File: src/hdl/hoi_pkg.sv
// ----------------------------------------------------------------------------
// hoi_pkg
// types and constants shared by the holonomic odometry integrator
// ----------------------------------------------------------------------------
package hoi_pkg;

	localparam logic [1:0] CMD_SET  = 2'd0;
	localparam logic [1:0] CMD_TICK = 2'd1;

	localparam logic [2:0] REG_LIM_FWD  = 3'd0;
	localparam logic [2:0] REG_LIM_LAT  = 3'd1;
	localparam logic [2:0] REG_LIM_TURN = 3'd2;
	localparam logic [2:0] REG_PERIOD   = 3'd3;
	localparam logic [2:0] REG_STOP     = 3'd4;
	localparam logic [2:0] REG_EMERG    = 3'd5;

	localparam logic signed [35:0] ANG_PI      = 36'sd843314857;
	localparam logic signed [35:0] ANG_TWO_PI  = 36'sd1686629713;
	localparam logic signed [35:0] ANG_HALF_PI = 36'sd421657428;
	localparam logic signed [33:0] CORDIC_GAIN = 34'sd652032874;

	typedef struct packed {
		logic [1:0]         command;
		logic signed [15:0] forward_cmd;
		logic signed [15:0] lateral_cmd;
		logic signed [15:0] turn_cmd;
		logic [7:0]         mode_cmd;
	} hoi_in_t;

	typedef struct packed {
		logic signed [47:0] pos_x;
		logic signed [47:0] pos_y;
		logic signed [31:0] heading;
		logic signed [15:0] vel_forward;
		logic signed [15:0] vel_lateral;
		logic signed [15:0] vel_turn;
		logic [7:0]         mode_out;
	} hoi_out_t;

	typedef struct packed {
		logic [2:0]  index;
		logic [31:0] data;
	} hoi_cfg_t;

	function automatic logic signed [31:0] atan_q28(input logic [4:0] i);
		case (i)
			5'd0:  atan_q28 = 32'sd210828714;
			5'd1:  atan_q28 = 32'sd124459457;
			5'd2:  atan_q28 = 32'sd65760959;
			5'd3:  atan_q28 = 32'sd33381290;
			5'd4:  atan_q28 = 32'sd16755422;
			5'd5:  atan_q28 = 32'sd8385879;
			5'd6:  atan_q28 = 32'sd4193963;
			5'd7:  atan_q28 = 32'sd2097109;
			5'd8:  atan_q28 = 32'sd1048571;
			5'd9:  atan_q28 = 32'sd524287;
			5'd10: atan_q28 = 32'sd262144;
			5'd11: atan_q28 = 32'sd131072;
			5'd12: atan_q28 = 32'sd65536;
			5'd13: atan_q28 = 32'sd32768;
			5'd14: atan_q28 = 32'sd16384;
			5'd15: atan_q28 = 32'sd8192;
			5'd16: atan_q28 = 32'sd4096;
			5'd17: atan_q28 = 32'sd2048;
			5'd18: atan_q28 = 32'sd1024;
			5'd19: atan_q28 = 32'sd512;
			5'd20: atan_q28 = 32'sd256;
			5'd21: atan_q28 = 32'sd128;
			5'd22: atan_q28 = 32'sd64;
			5'd23: atan_q28 = 32'sd32;
			default: atan_q28 = 32'sd0;
		endcase
	endfunction

endpackage

File: src/hdl/hoi_cordic.sv
// ----------------------------------------------------------------------------
// hoi_cordic
// iterative cordic, one rotation step per cycle, cos and sin in q1.15
// ----------------------------------------------------------------------------
module hoi_cordic import hoi_pkg::*; #(
	parameter int STEPS = 16
) (
	input  logic               clk,
	input  logic               arst_n,
	input  logic               start,
	input  logic signed [31:0] angle,
	output logic               done,
	output logic signed [15:0] cos_q15,
	output logic signed [15:0] sin_q15
);

	localparam int IW = $clog2(STEPS + 1);

	typedef enum logic [1:0] {ST_IDLE, ST_RUN, ST_OUT} st_t;

	st_t state_q;
	logic [IW-1:0] i_q;
	logic signed [35:0] x_q, y_q, z_q;
	logic neg_q;
	logic signed [35:0] z0, z1, xs, ys, xr, yr, xrnd, yrnd;
	logic neg0;
	logic [4:0] i5;

	assign i5 = 5'(i_q);
	assign xs = x_q >>> i_q;
	assign ys = y_q >>> i_q;

	always_comb begin
		z0 = 36'(angle);
		neg0 = 1'b0;
		if (z0 > ANG_PI) z0 = z0 - ANG_TWO_PI;
		if (z0 < -ANG_PI) z0 = z0 + ANG_TWO_PI;
		z1 = z0;
		if (z0 > ANG_HALF_PI) begin
			z1 = z0 - ANG_PI;
			neg0 = 1'b1;
		end else if (z0 < -ANG_HALF_PI) begin
			z1 = z0 + ANG_PI;
			neg0 = 1'b1;
		end
	end

	function automatic logic signed [15:0] rnd_sat(input logic signed [35:0] v);
		logic signed [35:0] r;
		r = (v + 36'sd16384) >>> 15;
		if (r > 36'sd32767) rnd_sat = 16'sd32767;
		else if (r < -36'sd32768) rnd_sat = -16'sd32768;
		else rnd_sat = 16'(r);
	endfunction

	assign xr = neg_q ? -x_q : x_q;
	assign yr = neg_q ? -y_q : y_q;
	assign xrnd = xr;
	assign yrnd = yr;

	always_ff @(posedge clk or negedge arst_n) begin
		if (!arst_n) begin
			state_q <= ST_IDLE;
			done <= 1'b0;
			i_q <= '0;
		end else begin
			done <= 1'b0;
			unique case (state_q)
				ST_IDLE: begin
					if (start) begin
						x_q <= 36'(CORDIC_GAIN);
						y_q <= '0;
						z_q <= z1;
						neg_q <= neg0;
						i_q <= '0;
						state_q <= ST_RUN;
					end
				end
				ST_RUN: begin
					if (z_q >= 0) begin
						x_q <= x_q - ys;
						y_q <= y_q + xs;
						z_q <= z_q - 36'(atan_q28(i5));
					end else begin
						x_q <= x_q + ys;
						y_q <= y_q - xs;
						z_q <= z_q + 36'(atan_q28(i5));
					end
					if (i_q == IW'(STEPS - 1)) state_q <= ST_OUT;
					i_q <= i_q + 1'b1;
				end
				ST_OUT: begin
					cos_q15 <= rnd_sat(xrnd);
					sin_q15 <= rnd_sat(yrnd);
					done <= 1'b1;
					state_q <= ST_IDLE;
				end
				default: state_q <= ST_IDLE;
			endcase
		end
	end

	assert property (@(posedge clk) disable iff (!arst_n)
		done |-> $past(state_q) == ST_OUT)
		else $error("cordic done without finishing");
	assert property (@(posedge clk) disable iff (!arst_n)
		state_q == ST_RUN |-> i_q < IW'(STEPS))
		else $error("cordic step count overrun");
	assert property (@(posedge clk) disable iff (!arst_n)
		(state_q == ST_IDLE && start) |=> state_q == ST_RUN)
		else $error("cordic did not start");

endmodule

File: src/hdl/holonomic_odometry_integrator_unit.sv
// ----------------------------------------------------------------------------
// holonomic_odometry_integrator_unit
// dead reckoning odometry: set clamps or zeroes velocities, tick integrates pose
//
//  channel | direction | handshake       | payload
//  in      | input     | in_valid/stall  | hoi_in_t
//  out     | output    | out_valid/stall | hoi_out_t
//  cfg     | input     | valid/ready     | hoi_cfg_t
//
//  set, read go straight to output; tick runs cordic, multiplies, pose update
//  tick time is set by the cordic loop and one shared 32x25 multiplier
//  reset clears pose and velocities, loads register defaults
//  a result waits in an output register while out_stall is high
//  the next item may start while a result waits; a finished item waits for it
// ----------------------------------------------------------------------------
module holonomic_odometry_integrator_unit import hoi_pkg::*; #(
	parameter int CORDIC_STEPS = 16
) (
	input  logic     clk,
	input  logic     arst_n,
	input  logic     in_valid,
	output logic     in_stall,
	input  hoi_in_t  in_data,
	output logic     out_valid,
	input  logic     out_stall,
	output hoi_out_t out_data,
	input  logic     cfg_valid,
	output logic     cfg_ready,
	input  hoi_cfg_t cfg_data
);

	typedef enum logic [3:0] {
		ST_IDLE, ST_COS, ST_M1, ST_M2, ST_M3, ST_M4, ST_SUMX, ST_SUMY,
		ST_M5, ST_M6, ST_M7, ST_POS, ST_HEAD, ST_OUT
	} st_t;

	st_t state_q;
	logic [14:0] lim_f_q, lim_l_q, lim_t_q;
	logic [23:0] period_q;
	logic [7:0] stop_q, emerg_q;
	logic signed [47:0] px_q, py_q;
	logic signed [31:0] hd_q;
	logic signed [15:0] vf_q, vl_q, vt_q;
	logic [7:0] mode_q;
	logic signed [31:0] p1_q, p2_q, sx_q, sy_q;
	logic signed [56:0] dx_q, dy_q;
	logic signed [39:0] dh_q;
	logic signed [31:0] ma;
	logic signed [24:0] mb;
	logic signed [56:0] mp;
	logic cstart, cdone;
	logic signed [15:0] cc, cs;
	hoi_out_t out_q;
	logic out_free;

	hoi_cordic #(.STEPS(CORDIC_STEPS)) u_cordic (
		.clk(clk), .arst_n(arst_n), .start(cstart), .angle(hd_q),
		.done(cdone), .cos_q15(cc), .sin_q15(cs)
	);

	assign cstart = (state_q == ST_COS);
	assign in_stall = (state_q != ST_IDLE);
	assign cfg_ready = 1'b1;
	assign out_free = !out_valid || !out_stall;

	// shared multiplier operand select
	always_comb begin
		ma = '0;
		mb = '0;
		case (state_q)
			ST_M1: begin ma = 32'(vf_q); mb = 25'(cc); end
			ST_M2: begin ma = 32'(vl_q); mb = 25'(cs); end
			ST_M3: begin ma = 32'(vf_q); mb = 25'(cs); end
			ST_M4: begin ma = 32'(vl_q); mb = 25'(cc); end
			ST_M5: begin ma = sx_q; mb = 25'(period_q); end
			ST_M6: begin ma = sy_q; mb = 25'(period_q); end
			ST_M7: begin ma = 32'(vt_q); mb = 25'(period_q); end
			default: ;
		endcase
	end
	assign mp = 57'(ma) * 57'(mb);

	function automatic logic signed [15:0] clampv(input logic signed [15:0] v,
			input logic [14:0] lim);
		logic signed [16:0] l, w;
		l = 17'({2'b00, lim});
		w = 17'(v);
		if (w > l) clampv = 16'(l);
		else if (w < -l) clampv = 16'(-l);
		else clampv = v;
	endfunction

	function automatic logic signed [47:0] addsat(input logic signed [47:0] p,
			input logic signed [56:0] d);
		logic signed [57:0] r, s;
		r = (58'(d) + 58'sd67108864) >>> 27;
		s = 58'(p) + r;
		if (s > 58'sd140737488355327) addsat = 48'sh7fffffffffff;
		else if (s < -58'sd140737488355328) addsat = 48'sh800000000000;
		else addsat = 48'(s);
	endfunction

	logic signed [35:0] hn;
	always_comb begin
		hn = 36'(hd_q) + 36'((dh_q + 40'sd128) >>> 8);
		if (hn > ANG_PI) hn = hn - ANG_TWO_PI;
		if (hn < -ANG_PI) hn = hn + ANG_TWO_PI;
		if (hn > 36'sd2147483647) hn = 36'sd2147483647;
		if (hn < -36'sd2147483648) hn = -36'sd2147483648;
	end

	always_ff @(posedge clk or negedge arst_n) begin
		if (!arst_n) begin
			lim_f_q <= 15'd2458;
			lim_l_q <= 15'd1638;
			lim_t_q <= 15'd6144;
			period_q <= 24'd16777;
			stop_q <= 8'd0;
			emerg_q <= 8'd255;
		end else if (cfg_valid) begin
			unique case (cfg_data.index)
				REG_LIM_FWD:  lim_f_q <= cfg_data.data[14:0];
				REG_LIM_LAT:  lim_l_q <= cfg_data.data[14:0];
				REG_LIM_TURN: lim_t_q <= cfg_data.data[14:0];
				REG_PERIOD:   period_q <= cfg_data.data[23:0];
				REG_STOP:     stop_q <= cfg_data.data[7:0];
				REG_EMERG:    emerg_q <= cfg_data.data[7:0];
				default: ;
			endcase
		end
	end

	always_ff @(posedge clk or negedge arst_n) begin
		if (!arst_n) begin
			state_q <= ST_IDLE;
			out_valid <= 1'b0;
			out_q <= '0;
			px_q <= '0;
			py_q <= '0;
			hd_q <= '0;
			vf_q <= '0;
			vl_q <= '0;
			vt_q <= '0;
			mode_q <= '0;
		end else begin
			if (state_q == ST_OUT && out_free) out_valid <= 1'b1;
			else if (!out_stall) out_valid <= 1'b0;
			unique case (state_q)
				ST_IDLE: begin
					if (in_valid) begin
						if (in_data.command == CMD_SET) begin
							mode_q <= in_data.mode_cmd;
							if (in_data.mode_cmd == stop_q || in_data.mode_cmd == emerg_q) begin
								vf_q <= '0;
								vl_q <= '0;
								vt_q <= '0;
							end else begin
								vf_q <= clampv(in_data.forward_cmd, lim_f_q);
								vl_q <= clampv(in_data.lateral_cmd, lim_l_q);
								vt_q <= clampv(in_data.turn_cmd, lim_t_q);
							end
							state_q <= ST_OUT;
						end else if (in_data.command == CMD_TICK) begin
							state_q <= ST_COS;
						end else begin
							state_q <= ST_OUT;
						end
					end
				end
				ST_COS: state_q <= ST_M1;
				ST_M1: begin
					if (cdone) begin
						p1_q <= 32'(mp);
						state_q <= ST_M2;
					end
				end
				ST_M2: begin p2_q <= 32'(mp); state_q <= ST_M3; end
				ST_M3: begin sx_q <= p1_q - p2_q; p1_q <= 32'(mp); state_q <= ST_M4; end
				ST_M4: begin p2_q <= 32'(mp); state_q <= ST_SUMY; end
				ST_SUMY: begin sy_q <= p1_q + p2_q; state_q <= ST_M5; end
				ST_M5: begin dx_q <= mp; state_q <= ST_M6; end
				ST_M6: begin dy_q <= mp; state_q <= ST_M7; end
				ST_M7: begin dh_q <= 40'(mp); state_q <= ST_POS; end
				ST_POS: begin
					px_q <= addsat(px_q, dx_q);
					py_q <= addsat(py_q, dy_q);
					state_q <= ST_HEAD;
				end
				ST_HEAD: begin hd_q <= 32'(hn); state_q <= ST_OUT; end
				ST_OUT: begin
					if (out_free) begin
						out_q <= '{pos_x: px_q, pos_y: py_q, heading: hd_q,
							vel_forward: vf_q, vel_lateral: vl_q, vel_turn: vt_q,
							mode_out: mode_q};
						state_q <= ST_IDLE;
					end
				end
				default: state_q <= ST_IDLE;
			endcase
		end
	end

	assign out_data = out_q;

	assert property (@(posedge clk) disable iff (!arst_n)
		(state_q == ST_OUT && !out_valid) |=> out_valid)
		else $error("finished item not shown");
	assert property (@(posedge clk) disable iff (!arst_n)
		(out_valid && out_stall) |=> out_valid && $stable(out_q))
		else $error("stalled result changed");
	assert property (@(posedge clk) disable iff (!arst_n)
		(state_q == ST_IDLE && in_valid) |=> state_q != ST_IDLE)
		else $error("accepted item dropped");

endmodule

File: config.mk
export PLATFORM = sky130hd
export DESIGN_NAME = holonomic_odometry_integrator_unit
export DESIGN_NICKNAME = d
export VERILOG_FILES = /design/src/hdl/hoi_pkg.sv /design/src/hdl/hoi_cordic.sv /design/src/hdl/holonomic_odometry_integrator_unit.sv
export SDC_FILE = /design/constraint.sdc
export NUM_CORES = 2
export LEC_CHECK = 0
export BUFFER_PORTS_ARGS = -buffer_cell sky130_fd_sc_hd__buf_2
export CAP_MARGIN = 20
export CORE_ASPECT_RATIO = 0.8
export CORE_UTILIZATION = 57
export CTS_CLUSTER_DIAMETER = 30
export DETAILED_ROUTE_END_ITERATION = 16
export PLACE_DENSITY_LB_ADDON = 0.05
export SYNTH_ARGS = -nofsm -noshare
export SYNTH_HDL_FRONTEND = slang
export SYNTH_SLANG_ARGS = --single-unit
File: constraint.sdc
create_clock -name clk -period 12.9 [get_ports clk]
set_input_delay 3.87 -clock clk [delete_from_list [all_inputs] [get_ports clk]]
set_output_delay 3.87 -clock clk [all_outputs]
set_load 0.05 [all_outputs]
Yosys cells after proc, flatten, opt, wreduce, memory -nomap -nowiden

Memory sizes are Yosys's and may differ from the RTL's.
Index checks and enable logic that the tools add are counted.

Add/subtract/negate cells: 28
Multiply operators: 1
Order comparisons: 23
Equal/unequal tests: 29
Shifts and indexed selects: 2
Mux-type cells: 57
Reduce and logical (&&, ||, !) cells: 38

Operators by type and width:

| kind                   | count |
|---|---|
| $mux 36                | 15 |
| $pmux 36 s2            | 3 |
| $mux 32                | 6 |
| $mux 48                | 4 |
| $mux 16                | 11 |
| $pmux 32 s5            | 1 |
| $add 57x28->58 const B | 2 |
| $add 48x31->49         | 2 |
| $gt 49x48->1 const B   | 2 |
| $lt 49x48->1 const B   | 2 |
| $pmux 25 s3            | 1 |
| $add 36x16->36 const B | 2 |
| $add 36x32->36 const B | 2 |
| $add 36x36->36         | 2 |
| $lt 36x31->1 const B   | 2 |
| $neg 36->36            | 2 |
| $sshr 36x5->36         | 2 |
| $sub 36x36->36         | 2 |
| $pmux 32 s2            | 1 |
| $mul 32x25->57         | 1 |
| $pmux 4 s13            | 1 |
| $lt 16x17->1           | 3 |
| $neg 15->17            | 3 |
| $gt 16x16->1           | 3 |
| other kinds (51)       | 103 |

Register bits after elaboration: 889
Memory bits (read-only): 1792
Input bits: 98
Output and inout port bits: 187
Logic and storage cells: 218
Memories: 2

Memory list:

| name             | words | bits a word | read ports | clocked after Yosys merged registers in | wr ports | RTL line      | RTL |
|---|---|---|---|---|---|---|---|
| (name not given) | 32    | 28          | 1          | 0                                       | 0        | hoi_pkg.sv:46 | `case (i)` |
| (name not given) | 32    | 28          | 1          | 0                                       | 0        | hoi_pkg.sv:46 |  |

Longest topological paths before layout

Depth after elaboration: 10
Depth in mapped cells: 42
Mapped depth without buffers: 38

Cells and area by module

A second synthesis with hierarchy kept.

Cells, all modules: 10445
Area total of the unflattened synthesis: 94035.2 sq um

Modules (own cells, without submodules):

| module                             | instances | cells an instance | area an instance (sq um) | sequential area each (sq um) |
|---|---|---|---|---|
| holonomic_odometry_integrator_unit | 1         | 7178              | 69537.9                  | 18191.2 |
| hoi_cordic                         | 1         | 3267              | 24497.2                  | 4434.3 |

Worst setup path after synthesis

OpenSTA, ideal clock, no wires.

Path kind: register to register
Start point: register state_q[2]
End point: register dx_q[56] (data pin)
Library setup time: 0.264 ns
Data arrival time: 9.698 ns
Required time: 12.636 ns
Slack: 2.937 ns
Cell stages (with the launch flop): 41
Path buffers: 5
Clock period less this slack: 9.963 ns
Cells stage by stage: dfrtp_1 > clkbuf_1 > nand2b_1 > clkbuf_1 > nor3b_1 > a22oi_1 > nand2_1 > clkbuf_1 > a221o_1 > clkbuf_1 > clkbuf_1 > nand2_1 > fa_1 > inv_1 > fa_1 > fa_1 > inv_1 > fa_1 > [... 5 more ...] > fa_1 > ha_1 > a21oi_1 > inv_1 > a2111oi_0 > nor2_1 > a22oi_1 > o31ai_1 > a221oi_1 > or3_1 > o211ai_1 > a31oi_1 > nor2b_1 > o21ai_0 > nor2b_1 > o21ai_0 > a21oi_1 > xnor2_1

Longest elaborated chain between the ends: 4
Elaborated cells on any way between the ends: 15
Those cells by class: 1 x mul; 7 x eq/ne; 2 x mux; 5 x reduce/logical

Ends and longest elaborated chain:

| item                                                                | RTL line                                  | RTL |
|---|---|---|
| from (decl)                                                         | holonomic_odometry_integrator_unit.sv:37  | `st_t state_q;` |
| from (signal assigned)                                              | holonomic_odometry_integrator_unit.sv:135 | `state_q <= ST_IDLE;` |
| from (signal assigned)                                              | holonomic_odometry_integrator_unit.sv:162 | `state_q <= ST_OUT;` |
| from (signal assigned)                                              | holonomic_odometry_integrator_unit.sv:164 | `state_q <= ST_COS;` |
| $eq 4x3->1, or another cell as far along                            | holonomic_odometry_integrator_unit.sv:70  | `case (state_q)` |
| $reduce_or 2->1 (no line) / $reduce_or 3->1 (equally long branches) | n/a                                       |  |
| $pmux 32 s5 / $pmux 25 s3 (equally long branches)                   | holonomic_odometry_integrator_unit.sv:70  |  |
| $mul 32x25->57 *                                                    | holonomic_odometry_integrator_unit.sv:81  | `assign mp = 57'(ma) * 57'(mb);` |
| named net mp[56]                                                    | holonomic_odometry_integrator_unit.sv:50  | `logic signed [56:0] mp;` |
| to (signal assigned)                                                | holonomic_odometry_integrator_unit.sv:181 | `ST_M5: begin dx_q <= mp; state_q <= ST_M6; end` |
| to (decl)                                                           | holonomic_odometry_integrator_unit.sv:46  | `logic signed [56:0] dx_q, dy_q;` |

The timed path passes the listed nets; every way through them passes the cells marked *.
A chain may end at the register's enable or synchronous reset.

Worst setup path after layout

Start point: register state_q[3]
End point: register dy_q[54] (data pin)

Longest elaborated chain between the ends: 4
Elaborated cells on any way between the ends: 15
Those cells by class: 1 x mul; 7 x eq/ne; 2 x mux; 5 x reduce/logical

Ends and longest elaborated chain:

| item                                                                | RTL line                                  | RTL |
|---|---|---|
| $eq 4x3->1, or another cell as far along                            | holonomic_odometry_integrator_unit.sv:70  |  |
| $reduce_or 2->1 (no line) / $reduce_or 3->1 (equally long branches) | n/a                                       |  |
| $pmux 32 s5 / $pmux 25 s3 (equally long branches)                   | holonomic_odometry_integrator_unit.sv:70  |  |
| $mul 32x25->57 *                                                    | holonomic_odometry_integrator_unit.sv:81  |  |
| named net mp[54]                                                    | holonomic_odometry_integrator_unit.sv:50  |  |
| to (signal assigned)                                                | holonomic_odometry_integrator_unit.sv:182 | `ST_M6: begin dy_q <= mp; state_q <= ST_M7; end` |
| to (decl)                                                           | holonomic_odometry_integrator_unit.sv:46  |  |

Marked as above.

==> summary.txt <==
Worst setup path
  – Worst Path Max Fanout: 17
  – CP arrival: 12,430 ps
  – CP required: 13,480 ps
  – Top delay family on crit path: compound AO/OA/AOI/OAI gates
  – Worst Setup End Kind: flip-flop
  – Max incr delay on CP: 930 ps
  – Startpoint type of the worst setup path: flip-flop
  – Setup CP Type: reg -> reg
  – WP buf/inv: 4
  – CP max stage cell: a221oi_1
  – Most Frequent Cell on Critical Path: fa_1

Cells and area
  – Share of post-route cells with drive strength above 1: 12.01%
  – Utilization after layout: 63.93%
  – Multi-input gate area: 65,090 µm²
  – Layout Area Growth over Synthesis: 11.12%
  – Non-Filler Instances: 12,874
  – Nets: 12,054
  – Number of fill cells: 13,597
  – Register Area: 22,630 µm²

Yosys
  – Post-Syn Instances: 10,410
  – Prevailing post-synth register cell: dfrtp_1
  – EDFF count, synth: 364
  – Area leader, netlist: fa_1
  – Leading post-synthesis cells by cell area: fa_1 18%, dfrtp_1 12%, edfxtp_1 12%
  – Asr flop ratio synth: 56.14%
  – Mapped Avg Cell Area: 8.963 µm²
  – Seq cells post-synth: 830
  – Post-synth top area share: 17.74%
  – Mapped Area: 93,310 µm²
  – Synthesis warning total: 0
  – Seq/Total Area, Yosys: 24.25%
  – Synthesized Nets: 11,908
  – Yosys cell types: 127

Floorplanning
  – DIE HEIGHT: 363.9 µm
  – Starting Density: 57.53%
  – Boundary Pins: 285
  – Core area: 162,200 µm²
  – Row count: 132
  – Die Wd: 454.4 µm
  – Die area: 165,300 µm²

STA
  – Fin. max-slew vios: 0
  – Max-Slew Margin vs Limit: 12.89%
  – Setup TNS: 0 ps
  – Final hold violation count: 0
  – Final setup viols: 0
  – Final Skew: 86.85 ps
  – Fmax: 84.39 MHz
  – RSZ-0062 raised after global routing: false
  – Measured slew at the worst slew-check pin: 1307 ps
  – Final worst path period share: 91.85%
  – Final min period: 11,850 ps

CTS
  – Cts hold-fix bufs: 0
  – Clk root buf: clkbuf_16
  – Clock Sinks: 830
  – Clk pin slew, worst setup/hold paths: 50 ps
  – Total CTS buffers: 179
  – Maximum clock insertion buffer count: 3
  – Clk_lat worst skew: 840 ps
  – CTS tree: built
  – Setup bufs post-CTS: 0
  – H-tree lvl count: 4
  – PostCTS Resize Cnt: 0

Placement
  – Routability cong.: 1.013
  – Number of port buffers: 275
  – DP Cell Count: 12,513
  – Detail Placement HPWL: 244.9 mm

GRT
  – GRT Resource Usage Total: 37.70%
  – Overflow after GRT: 0
  – Vias in the first global route: 78,047
  – Initial antenna violation count: 46
  – First-pass GRT wire length: 473.4 mm
  – Largest net degree at the start of global routing: 144

Drt
  – Via count: 80,141
  – Via density: 6.225
  – Initial DRC count: 7,745
  – First-pass iteration count of the detailed router: 9
  – WL per Instance: 24.35 µm
  – # DRC: 0
  – Total Routed Length: 313.5 mm
  – DRT antenna net count: 0

Worst hold path
  – Tightest Hold Check Type: reg -> reg

Job
  – Max_cap viols: 0

Status
  – Status: finished, final reports clean
==> logic make-up (layout without fill, tap and decap cells) <==
logic type | after synthesis | count (layout) | synth area share (%)
AOI/OAI and AO/OA | 2166 | 2166 | 15.33
adders and majority gates | 1411 | 1411 | 25.54
xor gates and xnor gates | 758 | 758 | 7.143
buffers and inverters | 1528 | 1829 | 6.300
and+or+nand+nor | 3332 | 3332 | 16.30
DFF | 830 | 830 | 24.25
muxes | 384 | 384 | 5.132
other | 1 | 20 | 0.004019
==> stage by stage <==
step / hold slack, ps / worst slack, ps / cell area (µm²)
CTS: 461.5 / 1307 / 103500
detailed placement: 466.1 / 1330 / 97110
floorplan: 467.4 / 2937 / 93310
global placement: 466.1 / 1449 / 97100
finish: 455.7 / 1051 / 103700
global route: 465.4 / 680.9 / 103700
==> layout by cell type, fill, tap and decap left out, types with 57 or more instances in the layout <==
cell type,Yosys,routed
nor2b_1,78,76
nand2b_1,110,109
o21a_1,124,124
a31oi_1,72,72
o21ai_0,576,574
a21oi_1,480,475
a211oi_1,65,65
xnor2_1,532,531
nand4_1,74,74
nand3_1,196,196
a21o_1,145,145
and3_1,103,103
clkbuf_16,0,179
inv_1,1010,1009
and2_1,71,71
nand2_1,1347,1343
or3_1,86,86
xor2_1,224,224
buf_4,3,195
dfrtp_1,439,434
nor4_1,58,57
buf_2,27,274
fa_1,827,827
mux2_2,241,241
ha_1,573,573
a22oi_1,60,60
nor2_1,837,834
nor3_1,191,187
edfxtp_1,364,364
mux2i_1,90,90
==> synthesized netlist by cell type (241+ instances only) <==
cell type	number
a21oi_1	480
o21ai_0	576
xnor2_1	532
clkbuf_1	422
edfxtp_1	364
mux2_2	241
fa_1	827
inv_1	1010
dfrtp_1	439
nand2_1	1347
nor2_1	837
ha_1	573
==> registers in the layout, summed over array words and instances, names as in the netlist, 15 cells and up <==
register,count
u_cordic.sin_q15,16
u_cordic.z_q,36
px_q,48
py_q,48
out_data,184
vt_q,16
u_cordic.y_q,36
sx_q,32
lim_f_q,15
lim_l_q,15
vl_q,16
p1_q,32
vf_q,16
dy_q,31
sy_q,32
u_cordic.cos_q15,16
u_cordic.x_q,36
lim_t_q,15
period_q,24
dx_q,31
p2_q,32
hd_q,32
dh_q,33
==> layer usage <==
metal	track usage [%]	up-vias	routed length (µm)
met3	9.672	723	31100
met4	17.36	42	16190
met5	0.4051	-	301
met2	57.01	3621	137300
met1	50.70	39636	128600
li1	-	36119	-
==> final cells by class <==
class / instances / share of cell area (%)
inverters: 1014 / 3.671
multi-input cells: 8052 / 62.77
well taps: 2144 / 2.587
clock buffers: 219 / 4.610
diodes: 19 / 0.04585
repair buffers: 479 / 2.888
clock inverters: 117 / 1.596
flip-flops and latches: 830 / 21.83
==> worst register-to-register path, delay by kind of cell, from the launching register on <==
family / cells / cell delay, ps
AOI/OAI and AO/OA: 14 / 4640
DFF: 1 / 600
adders and majority gates: 8 / 4170
and+or+nand+nor: 6 / 1530
xor gates and xnor gates: 1 / 100
buffers and inverters: 4 / 590
==> worst paths after layout <==
path                                              from                   endpoint  slack [ps]  cells after the start
worst max-delay path            state_q[3]$_DFFE_PN0P_         dy_q[54]$_DFFE_PP_        1050                     33
worst min-delay path             mode_q[7]$_DFFE_PN0P_    out_data[7]$_DFFE_PN0P_         460                      1
worst max register to register  state_q[3]$_DFFE_PN0P_         dy_q[54]$_DFFE_PP_        1050                     33
worst min register to register   mode_q[7]$_DFFE_PN0P_    out_data[7]$_DFFE_PN0P_         460                      1
max in group asynchronous                       arst_n  out_data[133]$_DFFE_PN0P_        7200                      6
min in group asynchronous                       arst_n  out_data[152]$_DFFE_PN0P_        2870                      1
Power is not shown: default switching activity piles up to over one toggle a cycle in this logic, so the estimate is an artifact.
